File: config.mk
export PLATFORM = sky130hd
export DESIGN_NAME = sensor_frame_crc_checker_unit_flat
export DESIGN_NICKNAME = d
export VERILOG_FILES = /design/src/rtl/sfcc_pkg.sv /design/src/rtl/sfcc_if.sv /design/src/rtl/sfcc_cfg.sv /design/src/rtl/sfcc_frame.sv /design/src/rtl/sensor_frame_crc_checker_unit.sv /design/src/flat_wrapper.sv
export VERILOG_INCLUDE_DIRS = /design/src /design/src/rtl
export SDC_FILE = /design/constraint.sdc
export NUM_CORES = 1
export LEC_CHECK = 0
export BUFFER_PORTS_ARGS = -buffer_cell sky130_fd_sc_hd__buf_2
export CAP_MARGIN = 20
export CORE_MARGIN = 5
export CORE_UTILIZATION = 48
export CTS_CLUSTER_DIAMETER = 120
export DETAILED_ROUTE_END_ITERATION = 12
export PLACE_DENSITY = 0.8
export SYNTH_ARGS = -nofsm -noshare
export SYNTH_HDL_FRONTEND = slang
export SYNTH_HIERARCHICAL = 1
export SYNTH_SLANG_ARGS = --single-unit
File: constraint.sdc
create_clock -name clk -period 4.6 [get_ports clk]
set_input_delay 0.46 -clock clk [delete_from_list [all_inputs] [get_ports clk]]
set_output_delay 0.46 -clock clk [all_outputs]
set_load 0.05 [all_outputs]
File: src/rtl/sensor_frame_crc_checker_unit_assert.svh
// Assertion macros for the sensor frame CRC checker.
// Used by the top level; expects clk and rst_n in scope.
`ifndef SENSOR_FRAME_CRC_CHECKER_UNIT_ASSERT_SVH
`define SENSOR_FRAME_CRC_CHECKER_UNIT_ASSERT_SVH
`ifndef SYNTHESIS
`define SFCC_ASSERT_ALWAYS(lbl, expr, msg) \
  lbl: assert property (@(posedge clk) disable iff (!rst_n) (expr)) else $error(msg);
`define SFCC_ASSERT_IMPLIES(lbl, ante, cons, msg) \
  lbl: assert property (@(posedge clk) disable iff (!rst_n) (ante) |-> (cons)) else $error(msg);
`else
`define SFCC_ASSERT_ALWAYS(lbl, expr, msg)
`define SFCC_ASSERT_IMPLIES(lbl, ante, cons, msg)
`endif
`endif

File: src/rtl/sfcc_pkg.sv
// Shared types, constants and the CRC-8 step for the sensor frame checker.
// No dependencies.
package sfcc_pkg;

  localparam logic [7:0] CRC_INIT = 8'hFF;
  localparam logic [7:0] CRC_POLY = 8'h31;

  localparam logic [2:0] POS_FIRST_HI  = 3'd0;
  localparam logic [2:0] POS_FIRST_LO  = 3'd1;
  localparam logic [2:0] POS_FIRST_CRC = 3'd2;
  localparam logic [2:0] POS_SECOND_HI = 3'd3;
  localparam logic [2:0] POS_SECOND_LO = 3'd4;
  localparam logic [2:0] POS_LAST      = 3'd5;

  localparam logic [2:0] MAX_ATTEMPTS_RST = 3'd3;

  localparam int         CFG_ADDR_W       = 3;
  localparam logic       REG_MAX_ATTEMPTS = 1'b0;

  localparam logic       KIND_BYTE     = 1'b0;
  localparam logic       KIND_BUS_FAIL = 1'b1;

  typedef enum logic [1:0] {
    ST_VALID    = 2'd0,
    ST_CRC_BAD  = 2'd1,
    ST_BUS_FAIL = 2'd2
  } status_t;

  typedef struct packed {
    status_t     status;
    logic        give_up;
    logic [15:0] temperature_word;
    logic [15:0] humidity_word;
    logic [2:0]  attempt_number;
  } result_t;

  // MSB-first CRC-8 update over one byte, no reflection
  function automatic logic [7:0] crc8_feed(input logic [7:0] crc, input logic [7:0] b);
    logic [7:0] v;
    v = crc ^ b;
    for (int i = 0; i < 8; i++) begin
      v = v[7] ? ({v[6:0], 1'b0} ^ CRC_POLY) : {v[6:0], 1'b0};
    end
    return v;
  endfunction

endpackage

File: src/rtl/sfcc_if.sv
// Valid/ready channel interfaces for the sensor frame checker.
// No dependencies.
interface sfcc_in_if;
  logic       valid;
  logic       ready;
  logic       kind;
  logic [7:0] frame_byte;
  modport source (output valid, kind, frame_byte, input ready);
  modport sink   (input valid, kind, frame_byte, output ready);
endinterface

interface sfcc_out_if;
  logic        valid;
  logic        ready;
  logic [1:0]  status;
  logic        give_up;
  logic [15:0] temperature_word;
  logic [15:0] humidity_word;
  logic [2:0]  attempt_number;
  modport source (output valid, status, give_up, temperature_word, humidity_word,
                  attempt_number, input ready);
  modport sink   (input valid, status, give_up, temperature_word, humidity_word,
                  attempt_number, output ready);
endinterface

File: src/rtl/sfcc_cfg.sv
// APB-style register file holding max_attempts.
// Depends on sfcc_pkg.
module sfcc_cfg (
  input  logic                            clk,
  input  logic                            rst_n,
  input  logic                            psel,
  input  logic                            penable,
  input  logic                            pwrite,
  input  logic [sfcc_pkg::CFG_ADDR_W-1:0] paddr,
  input  logic [31:0]                     pwdata,
  output logic [31:0]                     prdata,
  output logic                            pready,
  output logic [2:0]                      max_attempts
);

  logic [2:0] max_attempts_r;
  logic       wr_en;
  logic       sel_max;

  // register index is paddr / 4
  assign sel_max = (paddr[sfcc_pkg::CFG_ADDR_W-1] == sfcc_pkg::REG_MAX_ATTEMPTS);
  assign wr_en   = psel && penable && pwrite && sel_max;
  assign pready  = 1'b1;
  assign prdata  = sel_max ? {29'd0, max_attempts_r} : 32'd0;
  assign max_attempts = max_attempts_r;

  always_ff @(posedge clk) begin
    if (!rst_n) begin
      max_attempts_r <= sfcc_pkg::MAX_ATTEMPTS_RST;
    end else if (wr_en) begin
      max_attempts_r <= pwdata[2:0];
    end
  end

endmodule

File: src/rtl/sfcc_frame.sv
// Frame state, CRC checking and attempt counting for one staged item.
// Depends on sfcc_pkg.
module sfcc_frame (
  input  logic                clk,
  input  logic                rst_n,
  input  logic                step,
  input  logic                kind,
  input  logic [7:0]          frame_byte,
  input  logic [2:0]          max_attempts,
  output logic                has_result,
  output sfcc_pkg::result_t   result
);

  logic [2:0]  byte_pos_r,   byte_pos_nxt;
  logic [7:0]  crc_r,        crc_nxt;
  logic [15:0] first_word_r, first_word_nxt;
  logic [15:0] second_word_r, second_word_nxt;
  logic        first_ok_r,   first_ok_nxt;
  logic [2:0]  attempts_r,   attempts_nxt;

  logic [7:0]  crc_upd;
  logic [2:0]  limit;
  logic [3:0]  att_inc;
  logic        give_up;
  logic        frame_ok;

  assign crc_upd  = sfcc_pkg::crc8_feed(crc_r, frame_byte);
  assign limit    = (max_attempts == 3'd0) ? 3'd1 : max_attempts;
  assign att_inc  = {1'b0, attempts_r} + 4'd1;
  assign give_up  = (att_inc >= {1'b0, limit});
  assign frame_ok = first_ok_r && (crc_r == frame_byte);

  always_comb begin
    byte_pos_nxt    = byte_pos_r;
    crc_nxt         = crc_r;
    first_word_nxt  = first_word_r;
    second_word_nxt = second_word_r;
    first_ok_nxt    = first_ok_r;
    attempts_nxt    = attempts_r;
    has_result      = 1'b0;
    result          = '0;
    result.attempt_number = attempts_r;

    if (kind == sfcc_pkg::KIND_BUS_FAIL) begin
      has_result     = 1'b1;
      result.status  = sfcc_pkg::ST_BUS_FAIL;
      result.give_up = give_up;
      attempts_nxt   = give_up ? 3'd0 : att_inc[2:0];
      byte_pos_nxt   = sfcc_pkg::POS_FIRST_HI;
      crc_nxt        = sfcc_pkg::CRC_INIT;
      first_ok_nxt   = 1'b0;
    end else begin
      case (byte_pos_r)
        sfcc_pkg::POS_FIRST_HI: begin
          first_word_nxt = {frame_byte, first_word_r[7:0]};
          crc_nxt        = crc_upd;
          byte_pos_nxt   = sfcc_pkg::POS_FIRST_LO;
        end
        sfcc_pkg::POS_FIRST_LO: begin
          first_word_nxt = {first_word_r[15:8], frame_byte};
          crc_nxt        = crc_upd;
          byte_pos_nxt   = sfcc_pkg::POS_FIRST_CRC;
        end
        sfcc_pkg::POS_FIRST_CRC: begin
          first_ok_nxt = (crc_r == frame_byte);
          crc_nxt      = sfcc_pkg::CRC_INIT;
          byte_pos_nxt = sfcc_pkg::POS_SECOND_HI;
        end
        sfcc_pkg::POS_SECOND_HI: begin
          second_word_nxt = {frame_byte, second_word_r[7:0]};
          crc_nxt         = crc_upd;
          byte_pos_nxt    = sfcc_pkg::POS_SECOND_LO;
        end
        sfcc_pkg::POS_SECOND_LO: begin
          second_word_nxt = {second_word_r[15:8], frame_byte};
          crc_nxt         = crc_upd;
          byte_pos_nxt    = sfcc_pkg::POS_LAST;
        end
        default: begin
          // final CRC byte, and the unreachable positions past it
          has_result   = 1'b1;
          byte_pos_nxt = sfcc_pkg::POS_FIRST_HI;
          crc_nxt      = sfcc_pkg::CRC_INIT;
          first_ok_nxt = 1'b0;
          if (frame_ok) begin
            result.status           = sfcc_pkg::ST_VALID;
            result.temperature_word = first_word_r;
            result.humidity_word    = second_word_r;
            attempts_nxt            = 3'd0;
          end else begin
            result.status  = sfcc_pkg::ST_CRC_BAD;
            result.give_up = give_up;
            attempts_nxt   = give_up ? 3'd0 : att_inc[2:0];
          end
        end
      endcase
    end
  end

  always_ff @(posedge clk) begin
    if (!rst_n) begin
      byte_pos_r <= sfcc_pkg::POS_FIRST_HI;
      crc_r      <= sfcc_pkg::CRC_INIT;
      first_ok_r <= 1'b0;
      attempts_r <= 3'd0;
    end else if (step) begin
      byte_pos_r <= byte_pos_nxt;
      crc_r      <= crc_nxt;
      first_ok_r <= first_ok_nxt;
      attempts_r <= attempts_nxt;
    end
  end

  // words are always written within a frame before they are reported
  always_ff @(posedge clk) begin
    if (step) begin
      first_word_r  <= first_word_nxt;
      second_word_r <= second_word_nxt;
    end
  end

endmodule

File: src/rtl/sensor_frame_crc_checker_unit.sv
// Sensor frame CRC checker top level: input stage, frame logic, result register.
// Depends on sfcc_pkg, sfcc_if, sfcc_cfg, sfcc_frame and the assertion header.
// Usage:
//  - in_ch carries one item per handshake: kind 0 is a received frame byte,
//    kind 1 is a bus failure. Six bytes make a frame: temperature word,
//    its CRC-8, humidity word, its CRC-8 (poly 0x31, init 0xFF).
//  - out_ch carries one result after the sixth byte, or after any bus failure:
//    status, give_up, the two raw words (zero unless status is valid) and the
//    zero-based attempt number.
//  - The APB port holds max_attempts at address 0 (reset 3, 0 acts as 1).
//    Write it only while no item is in flight.
//  - A result item's cause is captured in the input register when accepted;
//    the result goes to the result register, which presents it on out_ch.
//  - Throughput: one item per cycle while out_ch is not stalled; the CRC byte
//    update and the frame checks are combinational between the two registers.
//  - When out_ch stalls, the result register holds; items that produce no
//    result keep flowing, and an item that would produce one waits in the
//    input register, which then drops in_ch.ready.
//  - Reset (rst_n low, synchronous) empties both registers, restarts the frame
//    and clears the attempt count; max_attempts returns to 3.
`include "sensor_frame_crc_checker_unit_assert.svh"

module sensor_frame_crc_checker_unit (
  input  logic                            clk,
  input  logic                            rst_n,
  sfcc_in_if.sink                         in_ch,
  sfcc_out_if.source                      out_ch,
  input  logic                            psel,
  input  logic                            penable,
  input  logic                            pwrite,
  input  logic [sfcc_pkg::CFG_ADDR_W-1:0] paddr,
  input  logic [31:0]                     pwdata,
  output logic [31:0]                     prdata,
  output logic                            pready
);

  // input register
  logic       stg_valid_r;
  logic       stg_kind_r;
  logic [7:0] stg_byte_r;

  // result register
  logic                out_valid_r, out_valid_nxt;
  sfcc_pkg::result_t   out_data_r;

  logic                slot_free;
  logic                step;
  logic                has_result;
  sfcc_pkg::result_t   result;
  logic [2:0]          max_attempts;

  sfcc_cfg u_cfg (
    .clk          (clk),
    .rst_n        (rst_n),
    .psel         (psel),
    .penable      (penable),
    .pwrite       (pwrite),
    .paddr        (paddr),
    .pwdata       (pwdata),
    .prdata       (prdata),
    .pready       (pready),
    .max_attempts (max_attempts)
  );

  sfcc_frame u_frame (
    .clk          (clk),
    .rst_n        (rst_n),
    .step         (step),
    .kind         (stg_kind_r),
    .frame_byte   (stg_byte_r),
    .max_attempts (max_attempts),
    .has_result   (has_result),
    .result       (result)
  );

  // result slot opens when empty or being drained this cycle
  assign slot_free   = !out_valid_r || out_ch.ready;
  // staged item retires unless it needs the slot and the slot is busy
  assign step        = stg_valid_r && (!has_result || slot_free);
  assign in_ch.ready = !stg_valid_r || step;

  always_ff @(posedge clk) begin
    if (!rst_n) begin
      stg_valid_r <= 1'b0;
    end else if (in_ch.ready) begin
      stg_valid_r <= in_ch.valid;
    end
  end

  always_ff @(posedge clk) begin
    if (in_ch.ready && in_ch.valid) begin
      stg_kind_r <= in_ch.kind;
      stg_byte_r <= in_ch.frame_byte;
    end
  end

  always_comb begin
    out_valid_nxt = out_valid_r;
    if (slot_free) begin
      out_valid_nxt = step && has_result;
    end
  end

  always_ff @(posedge clk) begin
    if (!rst_n) begin
      out_valid_r <= 1'b0;
    end else begin
      out_valid_r <= out_valid_nxt;
    end
  end

  always_ff @(posedge clk) begin
    if (slot_free && step && has_result) begin
      out_data_r <= result;
    end
  end

  assign out_ch.valid            = out_valid_r;
  assign out_ch.status           = out_data_r.status;
  assign out_ch.give_up          = out_data_r.give_up;
  assign out_ch.temperature_word = out_data_r.temperature_word;
  assign out_ch.humidity_word    = out_data_r.humidity_word;
  assign out_ch.attempt_number   = out_data_r.attempt_number;

  `SFCC_ASSERT_IMPLIES(a_no_overwrite, step && has_result, slot_free, "result slot overwritten")
  `SFCC_ASSERT_IMPLIES(a_ok_no_giveup,
                       out_valid_r && out_data_r.status == sfcc_pkg::ST_VALID,
                       !out_data_r.give_up, "give_up on valid frame")
  `SFCC_ASSERT_IMPLIES(a_fail_zero_words,
                       out_valid_r && out_data_r.status != sfcc_pkg::ST_VALID,
                       out_data_r.temperature_word == 16'd0 &&
                       out_data_r.humidity_word == 16'd0, "failure carries data")
  `SFCC_ASSERT_IMPLIES(a_attempt_range, out_valid_r, out_data_r.attempt_number != 3'd7,
                       "attempt number out of range")

endmodule

File: src/flat_wrapper.sv
// flat-port wrapper written by rule: the top's interface ports become plain ports
module sensor_frame_crc_checker_unit_flat 
  (clk, rst_n, psel, penable, pwrite, paddr, pwdata, prdata, pready, in_ch_valid, in_ch_kind, in_ch_frame_byte, in_ch_ready, out_ch_valid, out_ch_status, out_ch_give_up, out_ch_temperature_word, out_ch_humidity_word, out_ch_attempt_number, out_ch_ready);
  sfcc_in_if in_ch_i ();
  sfcc_out_if out_ch_i ();
  input  logic clk;
  input  logic rst_n;
  input  logic psel;
  input  logic penable;
  input  logic pwrite;
  input  logic [sfcc_pkg::CFG_ADDR_W-1:0] paddr;
  input  logic [31:0] pwdata;
  output logic [31:0] prdata;
  output logic pready;
  input wire logic [$bits(in_ch_i.valid)-1:0] in_ch_valid;
  input wire logic [$bits(in_ch_i.kind)-1:0] in_ch_kind;
  input wire logic [$bits(in_ch_i.frame_byte)-1:0] in_ch_frame_byte;
  output wire logic [$bits(in_ch_i.ready)-1:0] in_ch_ready;
  output wire logic [$bits(out_ch_i.valid)-1:0] out_ch_valid;
  output wire logic [$bits(out_ch_i.status)-1:0] out_ch_status;
  output wire logic [$bits(out_ch_i.give_up)-1:0] out_ch_give_up;
  output wire logic [$bits(out_ch_i.temperature_word)-1:0] out_ch_temperature_word;
  output wire logic [$bits(out_ch_i.humidity_word)-1:0] out_ch_humidity_word;
  output wire logic [$bits(out_ch_i.attempt_number)-1:0] out_ch_attempt_number;
  input wire logic [$bits(out_ch_i.ready)-1:0] out_ch_ready;
  assign in_ch_i.valid = in_ch_valid;
  assign in_ch_i.kind = in_ch_kind;
  assign in_ch_i.frame_byte = in_ch_frame_byte;
  assign in_ch_ready = in_ch_i.ready;
  assign out_ch_valid = out_ch_i.valid;
  assign out_ch_status = out_ch_i.status;
  assign out_ch_give_up = out_ch_i.give_up;
  assign out_ch_temperature_word = out_ch_i.temperature_word;
  assign out_ch_humidity_word = out_ch_i.humidity_word;
  assign out_ch_attempt_number = out_ch_i.attempt_number;
  assign out_ch_i.ready = out_ch_ready;
  sensor_frame_crc_checker_unit u_core (.clk(clk), .rst_n(rst_n), .in_ch(in_ch_i), .out_ch(out_ch_i), .psel(psel), .penable(penable), .pwrite(pwrite), .paddr(paddr), .pwdata(pwdata), .prdata(prdata), .pready(pready));
endmodule
==> results.toml <==
[timing]
drv_slew = 0
fin_worst_skew_ns = 0.0123
rsz0062_at_grt = "false"
worstMarginPinSlew_ns = 1.03
setup_tns_ns = 0
fin_crit_ns = 2.86
setup_violations = 0
fmax_mhz = 350
relSlewSlack_pct = 31.1
fin_crit_sh_pct = 62.1
finalHoldViolCount = 0

[global_routing]
grt_pass1_vias = 2424
grt_usage_pct = 13.8
grt_pass1_wl_um = 11900
grt_max_degree = 39
grt.overflow.total = 0
antenna_found_initial = 0

[power]
vdd_drop_max_v = 0.000193
leakage_nw = 1.93
intPower_w = 0.00134
comb_power_share_pct = 15.0
power_frac_seq_pct = 55.0
p_switching_w = 0.000517
power_density_nw_per_um2 = 378
pwr-share-clk_pct = 30.0
switching_share_pct = 27.9

[clocking]
cts_buffers = 9
clk_latency_ns = 0.37
cts.path.max_buffers = 2
cts_root_buf = "clkbuf_8"
cts_resized = 0
h-tree-depth = 3
cts_setup_buffers = 0
holdBufCountCts = 0
cts_tree = "built"
cts.clk_slew.worst_paths_ns = 0.09
cts.sinks = 99

[setup_path]
critPathCaptureType = "register"
cp-start-kind = "register"
cp_data_required_time_ns = 4.67
cp_max_fo = 16
rrSetupSlack_ns = 1.74
critical_path_class = "register to register"
crit_arrival_ns = 2.93

[synthesis]
ys_seq_area_share_pct = 63.0
synthArstFlopShare_pct = 0
yosys_warnings = 6
postSynthCellCount = 335
synth.distinct_cells = 50
syn_avg_cell_area_sq_um = 13.1
synth_flop_cell = "edfxtp_1"
synth-seq-cells = 99
synth_edf_count = 79
synth_area_sq_um = 4400

[final_layout]
diodes = 0
final_cell_mix = "79 x edfxtp_1, 63 x buf_2, 49 x and2_1, 30 x conb_1, 23 x nor2b_1"
nFillCells = 760
drive_above_1_share_pct = 23.1
final_common_cell = "edfxtp_1"
fin_cells = 513
design_area_sq_um = 4910
fin_nets = 452
syn_to_final_growth_pct = 11.6

[placement]
dp_cells = 496
placed_cell_area_sq_um = 4700
gp_congestion = 0.826
place_hpwl_um = 5380
port_buffers = 62

[route]
drc = 0
vias = 2498
first_iter_violations = 126
wl_per_cell_um = 14.4
ant_nets = 0
viasPerCell = 4.87
detail_route.first_pass.iterations = 4
wirelength_um = 7400

[floorplan]
dieWidth_um = 106
core_area_sq_um = 9060
ios = 124
die_h_um = 106
dieArea_sq_um = 11200
fp-row-count = 35
start_util_pct = 48.5

[status]
outcome = "finished, final reports clean"

[worst_hold_path]
hold_class = "input pin to register"

[run]
max_cap_viol_count = 0
logic make-up after synthesis:
| kind of cell | after synthesis | share of synthesized area (%) |
|---|---|---|
| simple gates | 128 | 18.4 |
| flops | 99 | 63.0 |
| buf+inv | 49 | 6.94 |
| compound gates | 26 | 4.01 |
| xor+xnor | 19 | 4.44 |
| mux | 8 | 1.85 |
| fa+ha+maj | 4 | 1.14 |
| other cells | 2 | 0.171 |
Yosys cell counts, types with 2 or more instances:
library cell | number | area, sq um
nor3b_1 | 4 | 30.0
nor4_1 | 2 | 12.5
xnor2_1 | 10 | 87.6
mux2i_1 | 7 | 70.1
and2_1 | 49 | 307
clkbuf_1 | 8 | 30.0
conb_1 | 2 | 7.51
nand4_1 | 2 | 12.5
a21oi_1 | 6 | 30.0
o21ai_0 | 5 | 25.0
nand2_1 | 13 | 48.8
dfxtp_1 | 20 | 400
nand4b_1 | 2 | 17.5
xor2_1 | 6 | 52.6
edfxtp_1 | 79 | 2370
inv_1 | 4 | 15.0
a21boi_1 | 3 | 22.5
and3_1 | 2 | 12.5
nor2b_1 | 23 | 144
nand2b_1 | 7 | 43.8
nand3_1 | 3 | 15.0
nor2_1 | 8 | 30.0
a22o_1 | 2 | 17.5
or3_1 | 2 | 12.5
clkbuf_2 | 3 | 15.0
xnor2_2 | 2 | 32.5
buf_4 | 31 | 233
ha_1 | 4 | 50.1
o311a_1 | 2 | 20.0
a211oi_1 | 2 | 15.0
and2b_2 | 3 | 26.3
power groups by stage:
stage	Clock (W)	Sequential, W	Combinational [W]
final	0.000557	0.00102	0.000279
after global routing	0.000610	0.00102	0.000302
after CTS	0.000575	0.00102	0.000277
after detailed placement	0	0.00104	0.000276
after global placement	0	0.00104	0.000270
after floorplan	0	0.00107	0.000220
routing by layer:
metal | vias up | global-route usage (%) | wire [um]
li1 | 1225 | - | -
met5 | - | 0 | 0
met2 | 84 | 23.3 | 3740
met1 | 1178 | 16.4 | 3120
met3 | 11 | 3.55 | 413
met4 | 0 | 6.57 | 131
worst max-delay path: stages, from the launching register on:
cell,delay (ns)
dfxtp_1,0.39
o21ai_0,0.51
nand2b_1,0.33
a21boi_1,0.20
buf_4,0.25
clkinv_1,0.29
nor3b_1,0.35
buf_2,0.26
area by class of cell:
| type | instances | area [sq um] | share of cell area, % |
|---|---|---|---|
| well taps | 111 | 139 | 2.83 |
| clock buffers | 9 | 124 | 2.52 |
| flip-flops and latches | 99 | 2770 | 56.5 |
| multi-input cells | 215 | 1430 | 29.2 |
| clock inverters | 7 | 76.3 | 1.55 |
| inverters | 5 | 18.8 | 0.382 |
| repair buffers | 67 | 345 | 7.04 |
stage by stage:
stage	total power [W]	setup WS, ns	hold WS, ns	utilization (%)
2_1_floorplan	0.00129	1.45	0.457	-
3_3_place_gp	0.00131	1.43	0.477	51.9
3_5_place_dp	0.00132	1.31	0.483	51.9
4_1_cts	0.00187	1.28	0.249	54.1
5_1_grt	0.00194	1.49	0.235	54.1
6_report	0.00185	1.74	0.268	54.1
final timing paths:
check | depth (start not counted) | startpoint | endpoint
max | 7 | u_core/u_frame/byte_pos_r[0]$_SDFFE_PN0P_ | u_core/u_frame/second_word_r[7]$_DFFE_PP_
min | 1 | in_ch_frame_byte[7] | u_core/stg_byte_r[7]$_DFFE_PP_
max reg2reg | 7 | u_core/u_frame/byte_pos_r[0]$_SDFFE_PN0P_ | u_core/u_frame/second_word_r[7]$_DFFE_PP_
min reg2reg | 2 | u_core/u_cfg/max_attempts[2]$_SDFFE_PN0P_ | u_core/u_cfg/max_attempts[2]$_SDFFE_PN0P_
registers in the layout (all words and copies together), names as in the netlist, 3 cells and up:
| signal | flops |
|---|---|
| u_core/out_ch.attempt_number | 3 |
| u_core/out_ch.humidity_word | 16 |
| u_core/out_ch.temperature_word | 16 |
| u_core/stg_byte_r | 8 |
| u_core/u_cfg/max_attempts | 3 |
| u_core/u_frame/attempts_r | 3 |
| u_core/u_frame/byte_pos_r | 3 |
| u_core/u_frame/crc_r | 8 |
| u_core/u_frame/first_word_r | 16 |
| u_core/u_frame/second_word_r | 16 |
(Power assumes the default switching activity.)
